## src/rtl/integral_image_hat_contrast_test_core_macros.svh

```systemverilog
// assertion helpers shared by the rtl files
`ifndef INTEGRAL_IMAGE_HAT_CONTRAST_TEST_CORE_MACROS_SVH
`define INTEGRAL_IMAGE_HAT_CONTRAST_TEST_CORE_MACROS_SVH

// checked only out of reset
`define IIC_ASSERT_RST(lbl, prop, msg) \
  lbl: assert property (@(posedge clk_i) disable iff (!rst_ni) prop) else $error(msg);

// checked at every edge, reset included
`define IIC_ASSERT_ANY(lbl, prop, msg) \
  lbl: assert property (@(posedge clk_i) prop) else $error(msg);

`endif

```

## src/rtl/iic_pkg.sv

```systemverilog
package iic_pkg;

  localparam int ENTRY_W   = 26;
  localparam int RSUM_W    = 17;
  localparam int MEAN_W    = 29;
  localparam int DIV_W     = 32;
  localparam int DVSR_W    = 18;
  localparam int BLK_W     = 4;
  localparam int CFG_DATA_W = 10;

  localparam logic [CFG_DATA_W-1:0] CFG_DIM_RESET = 10'd512;
  localparam logic [CFG_DATA_W-1:0] DIM_MIN       = 10'd16;

  localparam logic CFG_IDX_WIDTH  = 1'b0;
  localparam logic CFG_IDX_HEIGHT = 1'b1;

  localparam logic [7:0] SIZE_MIN      = 8'd5;
  localparam logic [7:0] SIZE_RAD_SAT  = 8'd8;
  localparam logic [3:0] RADIUS_MAX    = 4'd15;
  localparam int         BORDER_MARGIN = 3;

  localparam logic [DVSR_W-1:0] THR_HI_DIV = 18'd100;
  localparam logic [DVSR_W-1:0] THR_LO_DIV = 18'd10;
  localparam logic signed [MEAN_W-1:0] THR_HI_MIN = 29'sd20;
  localparam logic signed [MEAN_W-1:0] THR_LO_MAX = 29'sd10;

  localparam logic [BLK_W-1:0] BLK_CENTRE    = 4'd4;
  localparam logic [BLK_W-1:0] BLK_LAST_MEAN = 4'd8;
  localparam logic [BLK_W-1:0] BLK_THR_HI    = 4'd9;
  localparam logic [BLK_W-1:0] BLK_THR_LO    = 4'd10;
  localparam int               NUM_BLK       = 9;

  localparam logic [1:0] CRN_TL = 2'd0;
  localparam logic [1:0] CRN_BR = 2'd1;
  localparam logic [1:0] CRN_TR = 2'd2;
  localparam logic [1:0] CRN_BL = 2'd3;

  localparam logic [1:0] BAND_LO  = 2'd0;
  localparam logic [1:0] BAND_MID = 2'd1;
  localparam logic [1:0] BAND_HI  = 2'd2;

  typedef struct packed {
    logic       req_type;
    logic [7:0] pixel;
    logic [8:0] key_x;
    logic [8:0] key_y;
    logic [7:0] key_size;
  } req_t;

  typedef struct packed {
    logic       response;
    logic       border_reject;
    logic [7:0] centre_mean;
  } res_t;

  typedef enum logic [3:0] {
    ST_IDLE,
    ST_LD_WR,
    ST_Q_CHK,
    ST_Q_RD,
    ST_Q_ACC,
    ST_DIV_GO,
    ST_DIV_WAIT,
    ST_EMIT
  } state_e;

  typedef struct packed {
    logic             accept;
    logic             ld_wr;
    logic             q_rd;
    logic             div_start;
    logic             div_store;
    logic             emit;
    logic             emit_reject;
    logic [BLK_W-1:0] blk;
    logic [1:0]       crn;
  } cmd_t;

  typedef struct packed {
    logic border;
    logic div_done;
  } status_t;

  // row band of a block: blocks run in raster order over a 3x3 grid
  function automatic logic [1:0] blk_row_band(input logic [BLK_W-1:0] blk);
    logic [1:0] b;
    case (blk)
      4'd0, 4'd1, 4'd2: b = BAND_LO;
      4'd3, 4'd4, 4'd5: b = BAND_MID;
      default:          b = BAND_HI;
    endcase
    return b;
  endfunction

  function automatic logic [1:0] blk_col_band(input logic [BLK_W-1:0] blk);
    logic [1:0] b;
    case (blk)
      4'd0, 4'd3, 4'd6: b = BAND_LO;
      4'd1, 4'd4, 4'd7: b = BAND_MID;
      default:          b = BAND_HI;
    endcase
    return b;
  endfunction

endpackage

```

## src/rtl/iic_ctrl.sv

```systemverilog
`include "integral_image_hat_contrast_test_core_macros.svh"

module iic_ctrl (
  input  logic             clk_i,
  input  logic             rst_ni,
  input  logic             start_i,
  input  logic             query_i,
  input  iic_pkg::status_t status_i,
  output iic_pkg::cmd_t    cmd_o,
  output logic             busy_o
);

  iic_pkg::state_e                state_q, state_d;
  logic [iic_pkg::BLK_W-1:0]      blk_q, blk_d;
  logic [1:0]                     crn_q, crn_d;
  iic_pkg::cmd_t                  cmd;

  always_comb begin
    state_d = state_q;
    blk_d   = blk_q;
    crn_d   = crn_q;
    cmd     = '0;
    case (state_q)
      iic_pkg::ST_IDLE: begin
        if (start_i) begin
          cmd.accept = 1'b1;
          state_d    = query_i ? iic_pkg::ST_Q_CHK : iic_pkg::ST_LD_WR;
        end
      end
      iic_pkg::ST_LD_WR: begin
        cmd.ld_wr = 1'b1;
        state_d   = iic_pkg::ST_IDLE;
      end
      iic_pkg::ST_Q_CHK: begin
        if (status_i.border) begin
          cmd.emit_reject = 1'b1;
          state_d         = iic_pkg::ST_IDLE;
        end else begin
          blk_d   = '0;
          crn_d   = iic_pkg::CRN_TL;
          state_d = iic_pkg::ST_Q_RD;
        end
      end
      iic_pkg::ST_Q_RD: begin
        cmd.q_rd = 1'b1;
        crn_d    = crn_q + 2'd1;
        if (crn_q == iic_pkg::CRN_BL) begin
          state_d = iic_pkg::ST_Q_ACC;
        end
      end
      iic_pkg::ST_Q_ACC: begin
        state_d = iic_pkg::ST_DIV_GO;
      end
      iic_pkg::ST_DIV_GO: begin
        cmd.div_start = 1'b1;
        state_d       = iic_pkg::ST_DIV_WAIT;
      end
      iic_pkg::ST_DIV_WAIT: begin
        if (status_i.div_done) begin
          cmd.div_store = 1'b1;
          if (blk_q == iic_pkg::BLK_THR_LO) begin
            state_d = iic_pkg::ST_EMIT;
          end else begin
            blk_d   = blk_q + 1'b1;
            state_d = (blk_q < iic_pkg::BLK_LAST_MEAN) ? iic_pkg::ST_Q_RD
                                                       : iic_pkg::ST_DIV_GO;
          end
        end
      end
      iic_pkg::ST_EMIT: begin
        cmd.emit = 1'b1;
        state_d  = iic_pkg::ST_IDLE;
      end
      default: begin
        state_d = iic_pkg::ST_IDLE;
      end
    endcase
    cmd.blk = blk_q;
    cmd.crn = crn_q;
  end

  always_ff @(posedge clk_i or negedge rst_ni) begin
    if (!rst_ni) begin
      state_q <= iic_pkg::ST_IDLE;
      blk_q   <= '0;
      crn_q   <= '0;
    end else begin
      state_q <= state_d;
      blk_q   <= blk_d;
      crn_q   <= crn_d;
    end
  end

  assign cmd_o  = cmd;
  assign busy_o = state_q != iic_pkg::ST_IDLE;

  `IIC_ASSERT_ANY(a_crn_only_in_read, (crn_q != 2'd0) |-> (state_q == iic_pkg::ST_Q_RD), "corner count outside read phase")
  `IIC_ASSERT_RST(a_query_goes_check, (cmd.accept && query_i) |=> (state_q == iic_pkg::ST_Q_CHK), "query did not reach border check")
  `IIC_ASSERT_RST(a_div_done_waited, status_i.div_done |-> (state_q == iic_pkg::ST_DIV_WAIT), "divider finished while not awaited")

endmodule

```

## config.mk

```make
export PLATFORM = sky130hd
export DESIGN_NAME = iic_ctrl
export DESIGN_NICKNAME = d
export VERILOG_FILES = /design/src/rtl/iic_pkg.sv /design/src/rtl/iic_ctrl.sv
export VERILOG_INCLUDE_DIRS = /design/src /design/src/rtl
export SDC_FILE = /design/constraint.sdc
export NUM_CORES = 1
export LEC_CHECK = 0
export BUFFER_PORTS_ARGS = -buffer_cell sky130_fd_sc_hd__clkbuf_2
export CAP_MARGIN = 30
export CORE_MARGIN = 4
export CORE_UTILIZATION = 25
export DETAILED_ROUTE_END_ITERATION = 16
export SLEW_MARGIN = 15
export SYNTH_ARGS = -nofsm -noshare
export SYNTH_HDL_FRONTEND = slang
export SYNTH_SLANG_ARGS = --single-unit
```

## constraint.sdc

```tcl
create_clock -name clk_i -period 1.97 [get_ports clk_i]
set_input_delay 0.2955 -clock clk_i [delete_from_list [all_inputs] [get_ports clk_i]]
set_output_delay 0.2955 -clock clk_i [all_outputs]
set_load 0.01 [all_outputs]
```

==> impl_metrics.tcl <==
set metrics [dict create \
    status "complete, no violations" \
    synth_area_sq_um 623 \
    ant_nets 0 \
    setup_viol 0 \
    mostFrequentLayoutCell "clkbuf_2" \
    die_w_um 57.9 \
    coreArea_sq_um 2300 \
    synthCells 73 \
    area_growth_pct 22.9 \
    syn_area_per_cell_sq_um 8.54 \
    hpwlAfterDp_um 1010 \
    required_ps 1670 \
    startpoint_type "flip-flop" \
    die_h_um 57.9 \
    tightest_slew_ps 498 \
    drt_iter0_drc 21 \
    crit_path_end_kind "primary output" \
    port_buffers 19 \
    post_drt_wl_per_cell_um 10.9 \
    fin_cells 121 \
    crit_type "flip-flop to primary output" \
    drv_slew 0 \
    cp_max_fo 17 \
    io_pins 20 \
    rsz0062_at_grt "no" \
    diodes 0 \
    clk_pin_slew_worst_paths_ps 60 \
    grt_use_total_pct 8.59 \
    cts_root_buf "clkbuf_4" \
    gp_congestion 0.704 \
    ys_types 29 \
    grt_pass1_wl_um 2240 \
    timing.fmax_ghz 0.576 \
    antenna_found_initial 0 \
    cts_resized 0 \
    post_cts_buffers 0 \
    clk_latency_ps 260 \
    drive_gt1_share_pct 24.7 \
    synth-seq-cells 9 \
    initial_utilization_pct 27.1 \
    fin_worst_skew_ps 1.32 \
    routed_via_density 4.71 \
    worstPathArrival_ps 1440 \
    placed_cells 116 \
    peakVddDrop_mv 0.301 \
    layout_common_cells "clkbuf_2 (19), dfrtp_1 (9), inv_1 (7), o21ai_0 (7), nor2_1 (6)" \
    cts_tree "done" \
    firstDrtPassIters 4 \
    final-hold-violation-count 0 \
    synth_top_area_share_pct 36.1 \
    synth_top_area_cell "dfrtp_1" \
    drc_errors 0 \
    htreeDepth 1 \
    cts_inserted_buffers 3 \
    yosysWarnings 0 \
    finalSetupTns_ps 0 \
    nets 103 \
    gr-total-overflow 0 \
    pwr_density_cell_nw_per_um2 1060 \
    ys_seq_area_share_pct 36.1 \
    row_count 17 \
    cts_sinks 9 \
    grt_start_max_net_pins 18 \
    syn_nets 82 \
    die_area_sq_um 3360 \
    p_leak_nw 0.413 \
    max_slew_margin_pct 66.8 \
    period_needed_ps 1740 \
    hold_class "primary input to async pin" \
    synth_area_leaders "dfrtp_1 (36%), ha_1 (6.0%), o21ai_0 (5.6%), inv_1 (4.2%), nand3_1 (4.0%)" \
    max-cap-violations 0 \
    period_share_pct 88.1 \
    cts_buffer_depth 2 \
    drt_wl_total_um 1320 \
    grt_pass1_vias 538 \
    vias 570 \
]
## synthesized netlist by cell type
cell,instances
nor3_1,1
and3_1,1
a2bb2oi_1,1
a21boi_1,1
a21o_1,1
nor2b_1,3
o211ai_1,1
a21oi_1,1
a22o_1,2
buf_4,2
o31ai_1,2
buf_2,1
a211oi_1,1
nor4b_1,1
clkbuf_1,1
and3b_1,1
o21ai_0,7
or3_1,3
inv_1,7
mux2i_1,1
nand2b_1,3
and2_1,1
nand3_1,5
ha_1,3
nor3b_1,1
dfrtp_1,9
nor2_1,6
nand2_1,5
nand4b_4,1
## worst paths after layout
path	start	endpoint	slack (ps)	cells after the start
setup / recovery	state_q[2]	cmd_o[12]	230	3
hold / removal	rst_ni	blk_q[2]	420	2
setup reg to reg	state_q[1]	blk_q[2]	450	4
hold reg to reg	crn_q[0]	crn_q[0]	540	1
max in group asynchronous	rst_ni	state_q[2]	1370	2
min in group clk_i	status_i[0]	blk_q[3]	460	4
## worst max-delay path, stage by stage, from the launching register on
cell and delay [ps]:
dfrtp_1 560, or3_1 400, nor2_1 90, clkbuf_2 130
## where the power goes
| part | internal (mW) | switching (mW) | leakage [nW] |
|---|---|---|---|
| Sequential | 0.234 | 0.0963 | 0.122 |
| Combinational | 0.161 | 0.176 | 0.277 |
| Clock | 0.0780 | 0.0641 | 0.0150 |
## sequential cells by signal, indices dropped and copies added, names as in the netlist
name     count
crn_q        2
blk_q        4
state_q      3
## what timing repair did
item                                    in CTS  in global routing
hold endpoints to repair                     9                  0
endpoints found under the setup margin       0                  0
hold buffers                                 1                  0
## stage by stage
stage | total power [mW] | hold slack, ps | worst slack [ps] | cell area [sq um] | utilization (%)
floorplan | 0.562 | -0.0911 | 495 | 623 | -
global placement | 0.664 | 164 | 515 | 729 | 31.8
detailed placement | 0.668 | 161 | 468 | 729 | 31.8
CTS | 0.819 | 420 | 225 | 766 | 33.3
global route | 0.889 | 436 | 93.2 | 766 | 33.3
finish | 0.809 | 418 | 234 | 766 | 33.3
## logic make-up after synthesis
| logic type | after synthesis | share of synthesized area, % |
|---|---|---|
| adders and majority gates | 3 | 6.02 |
| muxes | 1 | 1.61 |
| AOI/OAI and AO/OA | 17 | 17.9 |
| DFF | 9 | 36.1 |
| buffers and inverters | 11 | 8.03 |
| and+or+nand+nor | 32 | 30.3 |
## final cells by class
type | instances | area [sq um]
fillers | 242 | 1530
multi-input cells | 53 | 348
flip-flops and latches | 9 | 225
repair buffers | 20 | 105
well taps | 28 | 35.0
clock buffers | 4 | 26.3
inverters | 7 | 26.3
## metal layers
layer  global-route usage, %  wire length, um
met1                    10.8              604
met2                    11.9              576
met3                    2.00               97
met4                    7.95               37
met5                       0                0
(Power assumes the default switching activity.)
